<file path="src/rtl/core/tree_entry_stream_parser_unit_defines.svh">
// Assertion macros shared by the tree entry stream parser RTL.
`ifndef TREE_ENTRY_STREAM_PARSER_UNIT_DEFINES_SVH
`define TREE_ENTRY_STREAM_PARSER_UNIT_DEFINES_SVH

// Property that must hold at every clock edge outside reset.
`define TESP_ASSERT(lbl, clk, rst_n, prop, msg) \
  lbl: assert property (@(posedge clk) disable iff (!rst_n) (prop)) else $error(msg);

// Consequent must hold in the cycle after the antecedent.
`define TESP_ASSERT_NEXT(lbl, clk, rst_n, ante, cons, msg) \
  lbl: assert property (@(posedge clk) disable iff (!rst_n) (ante) |=> (cons)) else $error(msg);

`endif

</file>
<file path="src/rtl/core/tesp_pkg.sv">
// Types, codes and defaults for the tree entry stream parser.
package tesp_pkg;

  localparam int MAX_ENTRIES_DEF     = 1024;
  localparam int HASH_BYTES_DEF      = 32;
  localparam int NAME_BYTES_DEF      = 256;
  localparam int MODE_TEXT_BYTES_DEF = 16;

  localparam logic [7:0] CHAR_SPACE = 8'h20;
  localparam logic [7:0] CHAR_NUL   = 8'h00;
  localparam logic [7:0] CHAR_ZERO  = 8'h30;
  localparam logic [7:0] CHAR_SEVEN = 8'h37;

  typedef enum logic [1:0] {
    PH_MODE,
    PH_NAME,
    PH_HASH
  } phase_t;

  typedef enum logic [2:0] {
    ROLE_MODE,
    ROLE_SPACE,
    ROLE_NAME,
    ROLE_TERM,
    ROLE_HASH,
    ROLE_IGNORED
  } role_t;

  typedef enum logic [1:0] {
    ST_BUSY,
    ST_OK,
    ST_ERR
  } status_t;

  typedef struct packed {
    phase_t      phase;
    logic [31:0] acc;
    logic        stopped;
    logic [7:0]  fc;
    logic        err;
  } parse_state_t;

  localparam parse_state_t STATE_RESET = '{
    phase:   PH_MODE,
    acc:     32'd0,
    stopped: 1'b0,
    fc:      8'd0,
    err:     1'b0
  };

  typedef struct packed {
    role_t       byte_role;
    logic [7:0]  byte_value;
    logic [9:0]  entry_index;
    logic [7:0]  field_offset;
    logic [31:0] mode_value;
    logic        entry_done;
    status_t     status;
    logic [10:0] entry_total;
  } result_t;

endpackage

</file>
<file path="src/rtl/core/tesp_if.sv">
// Item channels of the tree entry stream parser: byte input and tagged result.
interface tesp_in_if;
  logic       valid;
  logic       ready;
  logic [7:0] data_byte;
  logic       last_byte;

  modport source (output valid, output data_byte, output last_byte, input ready);
  modport sink   (input valid, input data_byte, input last_byte, output ready);
endinterface

interface tesp_out_if;
  logic        valid;
  logic        ready;
  logic [2:0]  byte_role;
  logic [7:0]  byte_value;
  logic [9:0]  entry_index;
  logic [7:0]  field_offset;
  logic [31:0] mode_value;
  logic        entry_done;
  logic [1:0]  status;
  logic [10:0] entry_total;

  modport source (
    output valid, output byte_role, output byte_value, output entry_index,
    output field_offset, output mode_value, output entry_done, output status,
    output entry_total, input ready
  );
  modport sink (
    input valid, input byte_role, input byte_value, input entry_index,
    input field_offset, input mode_value, input entry_done, input status,
    input entry_total, output ready
  );
endinterface

</file>
<file path="src/rtl/core/tesp_step.sv">
// Per-byte parse step: next parser state and the tagged result of one byte.
module tesp_step #(
  parameter int MAX_ENTRIES     = tesp_pkg::MAX_ENTRIES_DEF,
  parameter int HASH_BYTES      = tesp_pkg::HASH_BYTES_DEF,
  parameter int NAME_BYTES      = tesp_pkg::NAME_BYTES_DEF,
  parameter int MODE_TEXT_BYTES = tesp_pkg::MODE_TEXT_BYTES_DEF,
  localparam int CNT_W          = $clog2(MAX_ENTRIES + 1)
) (
  input  tesp_pkg::parse_state_t st,
  input  logic [CNT_W-1:0]       cnt,
  input  logic [7:0]             data_byte,
  input  logic                   last_byte,
  output tesp_pkg::parse_state_t st_nxt,
  output logic [CNT_W-1:0]       cnt_nxt,
  output tesp_pkg::result_t      res
);

  localparam logic [CNT_W-1:0] MaxCnt  = CNT_W'(MAX_ENTRIES);
  localparam logic [8:0]       ModeLim = 9'(MODE_TEXT_BYTES);
  localparam logic [8:0]       NameLim = 9'(NAME_BYTES);
  localparam logic [8:0]       HashLim = 9'(HASH_BYTES);

  logic       limit;
  logic       at_limit;
  logic       clean;
  logic       is_digit;
  logic [8:0] fc_inc;

  assign limit    = (cnt >= MaxCnt);
  assign fc_inc   = {1'b0, st.fc} + 9'd1;
  assign is_digit = (data_byte >= tesp_pkg::CHAR_ZERO) && (data_byte <= tesp_pkg::CHAR_SEVEN);

  always_comb begin
    st_nxt   = st;
    cnt_nxt  = cnt;
    at_limit = 1'b0;
    clean    = 1'b0;
    res      = '{
      byte_role:    tesp_pkg::ROLE_IGNORED,
      byte_value:   data_byte,
      entry_index:  10'd0,
      field_offset: 8'd0,
      mode_value:   32'd0,
      entry_done:   1'b0,
      status:       tesp_pkg::ST_BUSY,
      entry_total:  11'd0
    };

    if (!st.err && !limit) begin
      res.entry_index = 10'(cnt);
      unique case (st.phase)
        tesp_pkg::PH_MODE: begin
          if (data_byte == tesp_pkg::CHAR_SPACE) begin
            res.byte_role    = tesp_pkg::ROLE_SPACE;
            res.field_offset = st.fc;
            res.mode_value   = st.acc;
            st_nxt.phase     = tesp_pkg::PH_NAME;
            st_nxt.fc        = 8'd0;
          end else if (fc_inc >= ModeLim) begin
            st_nxt.err      = 1'b1;
            res.entry_index = 10'd0;
          end else begin
            if (!st.stopped && is_digit) begin
              st_nxt.acc = {st.acc[28:0], 3'b000} + {29'd0, data_byte[2:0]};
            end else begin
              st_nxt.stopped = 1'b1;
            end
            res.byte_role    = tesp_pkg::ROLE_MODE;
            res.field_offset = st.fc;
            res.mode_value   = st_nxt.acc;
            st_nxt.fc        = fc_inc[7:0];
          end
        end
        tesp_pkg::PH_NAME: begin
          if (data_byte == tesp_pkg::CHAR_NUL) begin
            res.byte_role    = tesp_pkg::ROLE_TERM;
            res.field_offset = st.fc;
            res.mode_value   = st.acc;
            st_nxt.phase     = tesp_pkg::PH_HASH;
            st_nxt.fc        = 8'd0;
          end else if (fc_inc >= NameLim) begin
            st_nxt.err      = 1'b1;
            res.entry_index = 10'd0;
          end else begin
            res.byte_role    = tesp_pkg::ROLE_NAME;
            res.field_offset = st.fc;
            res.mode_value   = st.acc;
            st_nxt.fc        = fc_inc[7:0];
          end
        end
        tesp_pkg::PH_HASH: begin
          res.byte_role    = tesp_pkg::ROLE_HASH;
          res.field_offset = st.fc;
          res.mode_value   = st.acc;
          st_nxt.fc        = fc_inc[7:0];
          if (fc_inc >= HashLim) begin
            res.entry_done = 1'b1;
            cnt_nxt        = cnt + CNT_W'(1);
            st_nxt         = tesp_pkg::STATE_RESET;
          end
        end
        default: begin
          st_nxt = st;
        end
      endcase
    end

    res.entry_total = 11'(cnt_nxt);

    if (last_byte) begin
      at_limit = (cnt_nxt >= MaxCnt);
      clean    = (st_nxt.phase == tesp_pkg::PH_MODE) && (st_nxt.fc == 8'd0);
      priority if (st_nxt.err) begin
        res.status = tesp_pkg::ST_ERR;
      end else if (at_limit || clean) begin
        res.status = tesp_pkg::ST_OK;
      end else begin
        res.status = tesp_pkg::ST_ERR;
      end
      st_nxt  = tesp_pkg::STATE_RESET;
      cnt_nxt = '0;
    end
  end

endmodule

</file>
<file path="src/rtl/core/tesp_out_skid.sv">
// Result register with a skid stage; input ready depends only on registered state.
`include "tree_entry_stream_parser_unit_defines.svh"

module tesp_out_skid (
  input  logic                  clk,
  input  logic                  rst_n,
  input  logic                  push,
  input  tesp_pkg::result_t     push_data,
  output logic                  can_push,
  tesp_out_if.source            out_ch
);

  logic              main_v_r, main_v_nxt;
  logic              skid_v_r, skid_v_nxt;
  tesp_pkg::result_t main_r, main_nxt;
  tesp_pkg::result_t skid_r, skid_nxt;
  logic              pop;

  assign can_push = !skid_v_r;
  assign pop      = main_v_r && out_ch.ready;

  always_comb begin
    main_v_nxt = main_v_r;
    skid_v_nxt = skid_v_r;
    main_nxt   = main_r;
    skid_nxt   = skid_r;
    if (pop || !main_v_r) begin
      if (skid_v_r) begin
        main_nxt   = skid_r;
        main_v_nxt = 1'b1;
        skid_v_nxt = 1'b0;
      end else begin
        main_nxt   = push_data;
        main_v_nxt = push;
      end
    end else if (push) begin
      skid_nxt   = push_data;
      skid_v_nxt = 1'b1;
    end
  end

  always_ff @(posedge clk) begin
    if (!rst_n) begin
      main_v_r <= 1'b0;
      skid_v_r <= 1'b0;
    end else begin
      main_v_r <= main_v_nxt;
      skid_v_r <= skid_v_nxt;
    end
    main_r <= main_nxt;
    skid_r <= skid_nxt;
  end

  assign out_ch.valid        = main_v_r;
  assign out_ch.byte_role    = main_r.byte_role;
  assign out_ch.byte_value   = main_r.byte_value;
  assign out_ch.entry_index  = main_r.entry_index;
  assign out_ch.field_offset = main_r.field_offset;
  assign out_ch.mode_value   = main_r.mode_value;
  assign out_ch.entry_done   = main_r.entry_done;
  assign out_ch.status       = main_r.status;
  assign out_ch.entry_total  = main_r.entry_total;

  `TESP_ASSERT(a_skid_behind_main, clk, rst_n, (!skid_v_r || main_v_r), "skid full while result empty")
  `TESP_ASSERT_NEXT(a_skid_drains, clk, rst_n, (skid_v_r && out_ch.ready), (!skid_v_r), "skid not drained")

endmodule

</file>
<file path="src/rtl/core/tree_entry_stream_parser_unit.sv">
// The result of an accepted byte is registered into the result stage and held there until taken.
// Throughput: one byte per cycle while the output takes results; a two-deep result stage keeps input ready
// while one result waits.
// Parser state is a single register set updated on each accepted byte.
// Reset (rst_n low, synchronous) returns the parser to the start of an object and
// empties the result stage.
`include "tree_entry_stream_parser_unit_defines.svh"

module tree_entry_stream_parser_unit #(
  parameter int MAX_ENTRIES     = tesp_pkg::MAX_ENTRIES_DEF,
  parameter int HASH_BYTES      = tesp_pkg::HASH_BYTES_DEF,
  parameter int NAME_BYTES      = tesp_pkg::NAME_BYTES_DEF,
  parameter int MODE_TEXT_BYTES = tesp_pkg::MODE_TEXT_BYTES_DEF
) (
  input  logic       clk,
  input  logic       rst_n,
  tesp_in_if.sink    in_ch,
  tesp_out_if.source out_ch
);

  localparam int               CNT_W   = $clog2(MAX_ENTRIES + 1);
  localparam logic [CNT_W-1:0] MaxCnt  = CNT_W'(MAX_ENTRIES);
  localparam logic [7:0]       ModeLim = 8'(MODE_TEXT_BYTES);

  tesp_pkg::parse_state_t st_r, st_nxt;
  logic [CNT_W-1:0]       ent_cnt_r, ent_cnt_nxt;
  tesp_pkg::result_t      res;
  logic                   can_push;
  logic                   in_acc;

  assign in_ch.ready = can_push;
  assign in_acc      = in_ch.valid && can_push;

  tesp_step #(
    .MAX_ENTRIES     (MAX_ENTRIES),
    .HASH_BYTES      (HASH_BYTES),
    .NAME_BYTES      (NAME_BYTES),
    .MODE_TEXT_BYTES (MODE_TEXT_BYTES)
  ) u_step (
    .st        (st_r),
    .cnt       (ent_cnt_r),
    .data_byte (in_ch.data_byte),
    .last_byte (in_ch.last_byte),
    .st_nxt    (st_nxt),
    .cnt_nxt   (ent_cnt_nxt),
    .res       (res)
  );

  always_ff @(posedge clk) begin
    if (!rst_n) begin
      st_r      <= tesp_pkg::STATE_RESET;
      ent_cnt_r <= '0;
    end else if (in_acc) begin
      st_r      <= st_nxt;
      ent_cnt_r <= ent_cnt_nxt;
    end
  end

  tesp_out_skid u_out (
    .clk       (clk),
    .rst_n     (rst_n),
    .push      (in_acc),
    .push_data (res),
    .can_push  (can_push),
    .out_ch    (out_ch)
  );

  `TESP_ASSERT(a_cnt_bound, clk, rst_n, (ent_cnt_r <= MaxCnt), "entry count past limit")
  `TESP_ASSERT(a_mode_fc_bound, clk, rst_n, (st_r.phase != tesp_pkg::PH_MODE || st_r.fc < ModeLim), "mode text counter past limit")
  `TESP_ASSERT_NEXT(a_last_clears, clk, rst_n, (in_acc && in_ch.last_byte), (ent_cnt_r == '0 && !st_r.err && st_r.phase == tesp_pkg::PH_MODE && st_r.fc == 8'd0), "state not cleared after last item")

endmodule

</file>
<file path="src/flat_wrapper.sv">
// flat-port wrapper written by rule: the top's interface ports become plain ports
module tree_entry_stream_parser_unit_flat 
#(
  parameter int MAX_ENTRIES     = tesp_pkg::MAX_ENTRIES_DEF,
  parameter int HASH_BYTES      = tesp_pkg::HASH_BYTES_DEF,
  parameter int NAME_BYTES      = tesp_pkg::NAME_BYTES_DEF,
  parameter int MODE_TEXT_BYTES = tesp_pkg::MODE_TEXT_BYTES_DEF
)
  (clk, rst_n, in_ch_valid, in_ch_data_byte, in_ch_last_byte, in_ch_ready, out_ch_valid, out_ch_byte_role, out_ch_byte_value, out_ch_entry_index, out_ch_field_offset, out_ch_mode_value, out_ch_entry_done, out_ch_status, out_ch_entry_total, out_ch_ready);
  tesp_in_if in_ch_i ();
  tesp_out_if out_ch_i ();
  input  logic clk;
  input  logic rst_n;
  input wire logic [$bits(in_ch_i.valid)-1:0] in_ch_valid;
  input wire logic [$bits(in_ch_i.data_byte)-1:0] in_ch_data_byte;
  input wire logic [$bits(in_ch_i.last_byte)-1:0] in_ch_last_byte;
  output wire logic [$bits(in_ch_i.ready)-1:0] in_ch_ready;
  output wire logic [$bits(out_ch_i.valid)-1:0] out_ch_valid;
  output wire logic [$bits(out_ch_i.byte_role)-1:0] out_ch_byte_role;
  output wire logic [$bits(out_ch_i.byte_value)-1:0] out_ch_byte_value;
  output wire logic [$bits(out_ch_i.entry_index)-1:0] out_ch_entry_index;
  output wire logic [$bits(out_ch_i.field_offset)-1:0] out_ch_field_offset;
  output wire logic [$bits(out_ch_i.mode_value)-1:0] out_ch_mode_value;
  output wire logic [$bits(out_ch_i.entry_done)-1:0] out_ch_entry_done;
  output wire logic [$bits(out_ch_i.status)-1:0] out_ch_status;
  output wire logic [$bits(out_ch_i.entry_total)-1:0] out_ch_entry_total;
  input wire logic [$bits(out_ch_i.ready)-1:0] out_ch_ready;
  assign in_ch_i.valid = in_ch_valid;
  assign in_ch_i.data_byte = in_ch_data_byte;
  assign in_ch_i.last_byte = in_ch_last_byte;
  assign in_ch_ready = in_ch_i.ready;
  assign out_ch_valid = out_ch_i.valid;
  assign out_ch_byte_role = out_ch_i.byte_role;
  assign out_ch_byte_value = out_ch_i.byte_value;
  assign out_ch_entry_index = out_ch_i.entry_index;
  assign out_ch_field_offset = out_ch_i.field_offset;
  assign out_ch_mode_value = out_ch_i.mode_value;
  assign out_ch_entry_done = out_ch_i.entry_done;
  assign out_ch_status = out_ch_i.status;
  assign out_ch_entry_total = out_ch_i.entry_total;
  assign out_ch_i.ready = out_ch_ready;
  tree_entry_stream_parser_unit #(.MAX_ENTRIES(MAX_ENTRIES), .HASH_BYTES(HASH_BYTES), .NAME_BYTES(NAME_BYTES), .MODE_TEXT_BYTES(MODE_TEXT_BYTES)) u_core (.clk(clk), .rst_n(rst_n), .in_ch(in_ch_i), .out_ch(out_ch_i));
endmodule
</file>
<file path="config.mk">
export PLATFORM = sky130hd
export DESIGN_NAME = tree_entry_stream_parser_unit_flat
export DESIGN_NICKNAME = d
export VERILOG_FILES = /design/src/rtl/core/tesp_pkg.sv /design/src/rtl/core/tesp_if.sv /design/src/rtl/core/tesp_step.sv /design/src/rtl/core/tesp_out_skid.sv /design/src/rtl/core/tree_entry_stream_parser_unit.sv /design/src/flat_wrapper.sv
export VERILOG_INCLUDE_DIRS = /design/src /design/src/rtl/core
export SDC_FILE = /design/constraint.sdc
export NUM_CORES = 1
export LEC_CHECK = 0
export BUFFER_PORTS_ARGS = -buffer_cell sky130_fd_sc_hd__buf_2
export CAP_MARGIN = 20
export CORE_MARGIN = 3
export CORE_UTILIZATION = 45
export DETAILED_ROUTE_END_ITERATION = 12
export GPL_TIMING_DRIVEN = 0
export PLACE_DENSITY = 0.74
export SYNTH_ARGS = -nofsm -noshare
export SYNTH_HDL_FRONTEND = slang
export SYNTH_SLANG_ARGS = --single-unit
</file>
<file path="constraint.sdc">
create_clock -name clk -period 8.4 [get_ports clk]
set_input_delay 0.84 -clock clk [delete_from_list [all_inputs] [get_ports clk]]
set_output_delay 0.84 -clock clk [all_outputs]
set_load 0.01 [all_outputs]
</file>
# After elaboration in Yosys (flattened, before gate mapping)
# Cells that the tools add are included.
# totals
output_inout_bits	77
register_bits	207
in_bits	13
wordCells	113
# op_classes
eq_ne	7
add_sub_neg	3
order_cmp	7
n_reduce_logical	23
mux	47
n_bitwise	2
# ops
op	n
$mux 40	4
$mux 44	3
$pmux 40 s3	1
$mux 75	1
$pmux 33 s2	1
$mux 51	1
$mux 11	4
$mux 41	1
$mux 10	4
$mux 33	1
$add 32x3->32	1
$mux 32	1
$pmux 9 s3	1
$mux 8	3
$ge 11x11->1 const B	2
$pmux 10 s2	1
$logic_not 8->1	2
$mux 3	5
$ne 3x3->1 const B	4
$add 11x1->11 const B	1
$mux 2	5
$add 8x1->9 const B	1
$ge 9x5->1 const B	1
$ge 9x6->1 const B	1
20 further kinds	39

# Logic depth before layout (Yosys ltp)
# logic_depth
depth_word	15
mapped_depth	11
mapped_depth_nobuf	11

# Cells and area by module
# From an unflattened synthesis, not the netlist that was laid out.
# hier_totals
cells_unflattened	845
area_unflattened_um2	10134.7
# modules_own_cells
module	instances	cells_per_inst	seq_area_each_um2	area_each_um2
tesp_out_skid	1	243	4544.4	5627.9
tree_entry_stream_parser_unit	1	251	1101.1	2313.5
tesp_step	1	351	0.0	2193.4

# Worst setup path before layout
# No wires, ideal clock.
# synth_timing
path_kind	input to register
start	in out_ch_ready
end	reg u_core.u_out.skid_r[0] (netlist bit) (enable)
setup_ns	0.509
arrival_ns	6.006
n_path_buf	0
setup_slack_ns	1.885
t_required_ns	7.891
stages	2
path_cell_list	nand2b_1 > nor2_1
# synth_between
elab_chain_len	4
# synth_rtl
element	line_no	rtl
start: declaration	flat_wrapper.sv:27	input wire logic [$bits(out_ch_i.ready)-1:0] out_ch_ready;
$logic_and 1x1->1	tesp_out_skid.sv:20	assign pop = main_v_r && out_ch.ready;
$logic_or 1x1->1	tesp_out_skid.sv:27	if (pop || !main_v_r) begin
$not 1->1 (no source line)	--	
$reduce_and 2->1 (no source line)	--	
end signal: assignment	tesp_out_skid.sv:51	skid_r <= skid_nxt;
end: declaration	tesp_out_skid.sv:16	tesp_pkg::result_t skid_r, skid_nxt;
# Every way passes these cells.
# A chain may end at the register's enable or synchronous reset.

# Worst setup path in the final report
# layout_timing
start	reg u_core.st_r[2] (netlist bit)
end	reg u_core.u_out.main_r (netlist bit u_core.u_out.out_ch.status[0]) (data pin)
# layout_between
elab_chain_len	13
elab_cells_between_ends	28
cone_classes	1 x add/sub; 4 x order compare; 19 x mux; 4 x reduce/logical
# layout_rtl
element	line_no	rtl
start: declaration	tree_entry_stream_parser_unit.sv:25	tesp_pkg::parse_state_t st_r, st_nxt;
start signal: assignment	tree_entry_stream_parser_unit.sv:51	st_r <= tesp_pkg::STATE_RESET;
start signal: assignment	tree_entry_stream_parser_unit.sv:54	st_r <= st_nxt;
branches (longest 10 deep; another with $ge 11x11->1)	--	
$mux 2 *	tesp_step.sv:113	priority if (st_nxt.err) begin
$mux 2 *	tesp_step.sv:110	if (last_byte) begin
$mux 75 *	tesp_out_skid.sv:28	if (skid_v_r) begin
end signal: assignment	tesp_out_skid.sv:50	main_r <= main_nxt;
end: declaration	tesp_out_skid.sv:15	tesp_pkg::result_t main_r, main_nxt;
# Every way passes the cells marked *. The select of a mux whose other input is x is not followed.

==> qor.json <==
{
  "sta": {
    "layout_worst_path_cycle_share": 0.434,
    "finalClockSkew_ps": 11.3,
    "min_period_ps": 3650,
    "smallest_hold_slack_ps": 484,
    "setup_viol": 0,
    "clock.fmax_mhz": 274,
    "unrepaired_setup_endpoints_after_global_routing": "false",
    "tightestPinTransition_ps": 930,
    "setup_ws_ps": 4750,
    "hold_viol": 0,
    "max_slew_headroom_at_the_worst_pin": 0.377,
    "finalSetupTns_ps": 0,
    "final-max-slew-violation-count": 0
  },
  "critical_path": {
    "timing.critical_path.from_type": "flip-flop",
    "cp_data_required_time_ps": 8670,
    "cp.depth": 11,
    "cp_num_buf_inv": 1,
    "timing_worst_setup_path_type": "reg2reg",
    "arrival_ps": 3920,
    "crit-reg2reg-launch": "u_core.st_r[2]$_SDFFE_PN0P_",
    "timing.critical_path.slowest_cell_delay_ps": 520,
    "crit_top_cell": "sky130_fd_sc_hd__ha_1",
    "worst-path-max-fanout": 9,
    "path_cells": "ha_1 > nand2b_1 > or4b_4 > a21o_4 > clkinv_4 > ha_1 > a311oi_1 > o211ai_1 > nand4bb_1 > o31a_1 > o31ai_1",
    "worstSetupStartpoint": "u_core.st_r[2]$_SDFFE_PN0P_",
    "worstRegToRegCells": 11,
    "crit_family": "compound AO/OA/AOI/OAI gates",
    "cp_slowest_cell": "sky130_fd_sc_hd__or4b_4",
    "critPathCaptureType": "flip-flop"
  },
  "floorplan": {
    "floorplan.rows": 51,
    "dieWidth_um": 149,
    "starting_density": 0.467,
    "core_area_um2": 19800,
    "full_die_area_um2": 22300,
    "io_pins": 90,
    "fp.dieH_um": 149
  },
  "run": {
    "drv_cap": 0
  },
  "placement": {
    "post_dp_cell_area_um2": 10100,
    "placement.setup.worst_slack_ps": 4690,
    "place.port_buffers": 88,
    "hpwl_um": 15400,
    "dp_cells": 1132,
    "gp_congestion": 0.902
  },
  "clock_tree": {
    "tritoncts_num_sinks": 207,
    "post-cts-setup-buffer-count": 0,
    "cts_root_buffer": "sky130_fd_sc_hd__clkbuf_16",
    "clk-insertion-delay-late_ps": 500,
    "tritoncts.num_buffers": 22,
    "clock_tree_from_tritoncts": "yes",
    "worst_setup_hold_path_clk_slew_ps": 60,
    "cts_hold_repair.buffers": 0,
    "cts_repair_resize_count": 0,
    "max-clock-path-buffers": 3,
    "maximum_level_of_the_cts_h_tree": 1
  },
  "yosys": {
    "postSynthNetCount": 793,
    "synth_simple_gate_area_share": 0.129,
    "synthMostInstantiatedCell": "sky130_fd_sc_hd__edfxtp_1",
    "synth_top_flop_cell": "sky130_fd_sc_hd__edfxtp_1",
    "post_synth_fa_ha_maj_area_fraction": 0.00542,
    "synth-seq-cells": 207,
    "synth_top_cells_by_count": "sky130_fd_sc_hd__edfxtp_1 (150), sky130_fd_sc_hd__nor2_1 (65), sky130_fd_sc_hd__nand2_1 (58), sky130_fd_sc_hd__dfxtp_1 (57), sky130_fd_sc_hd__a21oi_1 (44)",
    "compound_gate_portion_of_the_synthesized_area": 0.161,
    "netlist.top_cell.by_area": "sky130_fd_sc_hd__edfxtp_1",
    "ys_seq_area_frac": 0.611,
    "synth_edf_count": 150,
    "synth.area.top_cells": "sky130_fd_sc_hd__edfxtp_1 (49%), sky130_fd_sc_hd__dfxtp_1 (12%), sky130_fd_sc_hd__mux2_2 (5.1%), sky130_fd_sc_hd__a22o_1 (3.1%), sky130_fd_sc_hd__nor2_1 (2.6%)",
    "synth_top_cell_area_share": 0.488,
    "synthesis.yosys.warnings": 0,
    "synth_cells": 776,
    "main_combinational_cell_family_by_area_after_synthesis": "compound AO/OA/AOI/OAI gates",
    "synth-async-reset-ratio": 0,
    "avgSynthCellArea_um2": 11.9,
    "post_synth_num_cell_types": 70,
    "muxShareOfSynthArea": 0.0558,
    "post_synth_xor_area_fraction": 0.0104,
    "synth.cell_area_um2": 9240
  },
  "power": {
    "power.combinational.fraction": 0.049,
    "power_leakage_nw": 4.17,
    "total_power_mw": 2.18,
    "netSwitchingPower_mw": 0.454,
    "p_clk_frac": 0.431,
    "pwr-share-seq": 0.520,
    "power.density_nw_per_um2": 202,
    "switching_share": 0.209,
    "ir_worst_vdd_uv": 98.0,
    "internal_power_mw": 1.72
  },
  "cells_and_area": {
    "drive_gt1_frac": 0.217,
    "layout-area-overhead-vs-synth_pct": 16.9,
    "antenna_cells_inserted": 0,
    "post-route-cell-area_um2": 10800,
    "post_layout_nonfiller_instances": 1172,
    "final_core_utilization": 0.546,
    "finish.net_count": 908
  },
  "routing": {
    "route.detailed.vias_per_inst": 5.57,
    "drt_wl_total_um": 22100,
    "dr.first_iter.drc_count": 505,
    "drc_violations": 0,
    "vias": 6532,
    "drt-wirelength-per-cell_um": 18.8,
    "drtAntennaViolNets": 0,
    "drt-pass1-iter-count": 7
  },
  "min_path": {
    "timing.hold.worst.start": "u_core.st_r[41]$_SDFFE_PN0P_",
    "number_of_cells_on_the_worst_hold_path": 1,
    "worst_hold_path_type": "reg2reg"
  },
  "grt": {
    "groute.usage.overall": 0.194,
    "overflow": 0,
    "grt_start_max_net_pins": 42,
    "first_global_vias": 6205,
    "grt_pass1_wl_um": 34500,
    "antenna_found_initial": 0
  },
  "status": {
    "run_status": "finished clean"
  }
}
-- final timing paths --
path | end | slack (ps)
max | u_core.u_out.out_ch.status[0]$_DFFE_PP_ | 4750
min | u_core.st_r[41]$_SDFFE_PN0P_ | 480
max reg2reg | u_core.u_out.out_ch.status[0]$_DFFE_PP_ | 4750
min reg2reg | u_core.st_r[41]$_SDFFE_PN0P_ | 480
-- layer usage --
metal	track usage	wire, µm	vias to the layer above
li1	-	-	3147
met1	0.282	9970	3120
met2	0.308	10100	226
met3	0.0280	1490	39
met4	0.0522	527	0
met5	0	0	-
-- cell usage in the layout, fill, tap and decap left out, types with 7 or more instances in the layout --
cell type	instances
sky130_fd_sc_hd__nor3_1	12
sky130_fd_sc_hd__dfxtp_1	57
sky130_fd_sc_hd__mux2_2	42
sky130_fd_sc_hd__clkbuf_1	39
sky130_fd_sc_hd__o21a_1	29
sky130_fd_sc_hd__nand2_1	58
sky130_fd_sc_hd__a21oi_1	44
sky130_fd_sc_hd__and2_1	23
sky130_fd_sc_hd__buf_2	94
sky130_fd_sc_hd__clkbuf_16	23
sky130_fd_sc_hd__edfxtp_1	150
sky130_fd_sc_hd__clkbuf_8	7
sky130_fd_sc_hd__nand3_1	10
sky130_fd_sc_hd__o31ai_1	8
sky130_fd_sc_hd__a22o_1	33
sky130_fd_sc_hd__o21ai_0	20
sky130_fd_sc_hd__nor2_1	64
sky130_fd_sc_hd__nor2b_1	16
sky130_fd_sc_hd__a22oi_1	13
sky130_fd_sc_hd__o21ai_1	35
sky130_fd_sc_hd__inv_1	8
-- state kept, by name, summed over array words and instances (netlist names) --
signal	cells
u_core.st_r	44
u_core.u_out.out_ch.byte_role	3
u_core.u_out.skid_r	75
u_core.u_out.out_ch.entry_index	10
u_core.u_out.out_ch.valid	1
u_core.ent_cnt_r	11
u_core.u_out.out_ch.status	2
u_core.u_out.out_ch.field_offset	8
u_core.u_out.out_ch.entry_done	1
u_core.u_out.out_ch.entry_total	11
u_core.u_out.skid_v_r	1
u_core.u_out.out_ch.mode_value	32
u_core.u_out.out_ch.byte_value	8
-- power groups by stage --
| stage | logic [mW] | clock network, mW | registers (mW) |
|---|---|---|---|
| 6_report | 0.106 | 0.940 | 1.13 |
| 3_5_place_dp | 0.107 | 0 | 1.15 |
| 3_3_place_gp | 0.102 | 0 | 1.16 |
| 2_1_floorplan | 0.0438 | 0 | 1.17 |
| 4_1_cts | 0.107 | 0.961 | 1.13 |
| 5_1_grt | 0.115 | 1.01 | 1.14 |
-- cell families (layout without fill, tap and decap cells) --
group / count (synthesis) / count (layout)
AOI/OAI and AO/OA: 221 / 221
buffers and inverters: 56 / 187
adders and majority gates: 4 / 4
xor gates and xnor gates: 11 / 11
DFF: 207 / 207
muxes: 46 / 46
and+or+nand+nor: 231 / 231
-- layout make-up --
type	instances	area (µm²)
clock buffers	36	694
fillers	1669	8980
flip-flops and latches	207	5650
repair buffers	91	500
clock inverters	4	20.0
inverters	9	38.8
plain buffers	47	208
multi-input cells	513	3360
well taps	265	332
No activity file was read; power rests on OpenSTA's default activity.
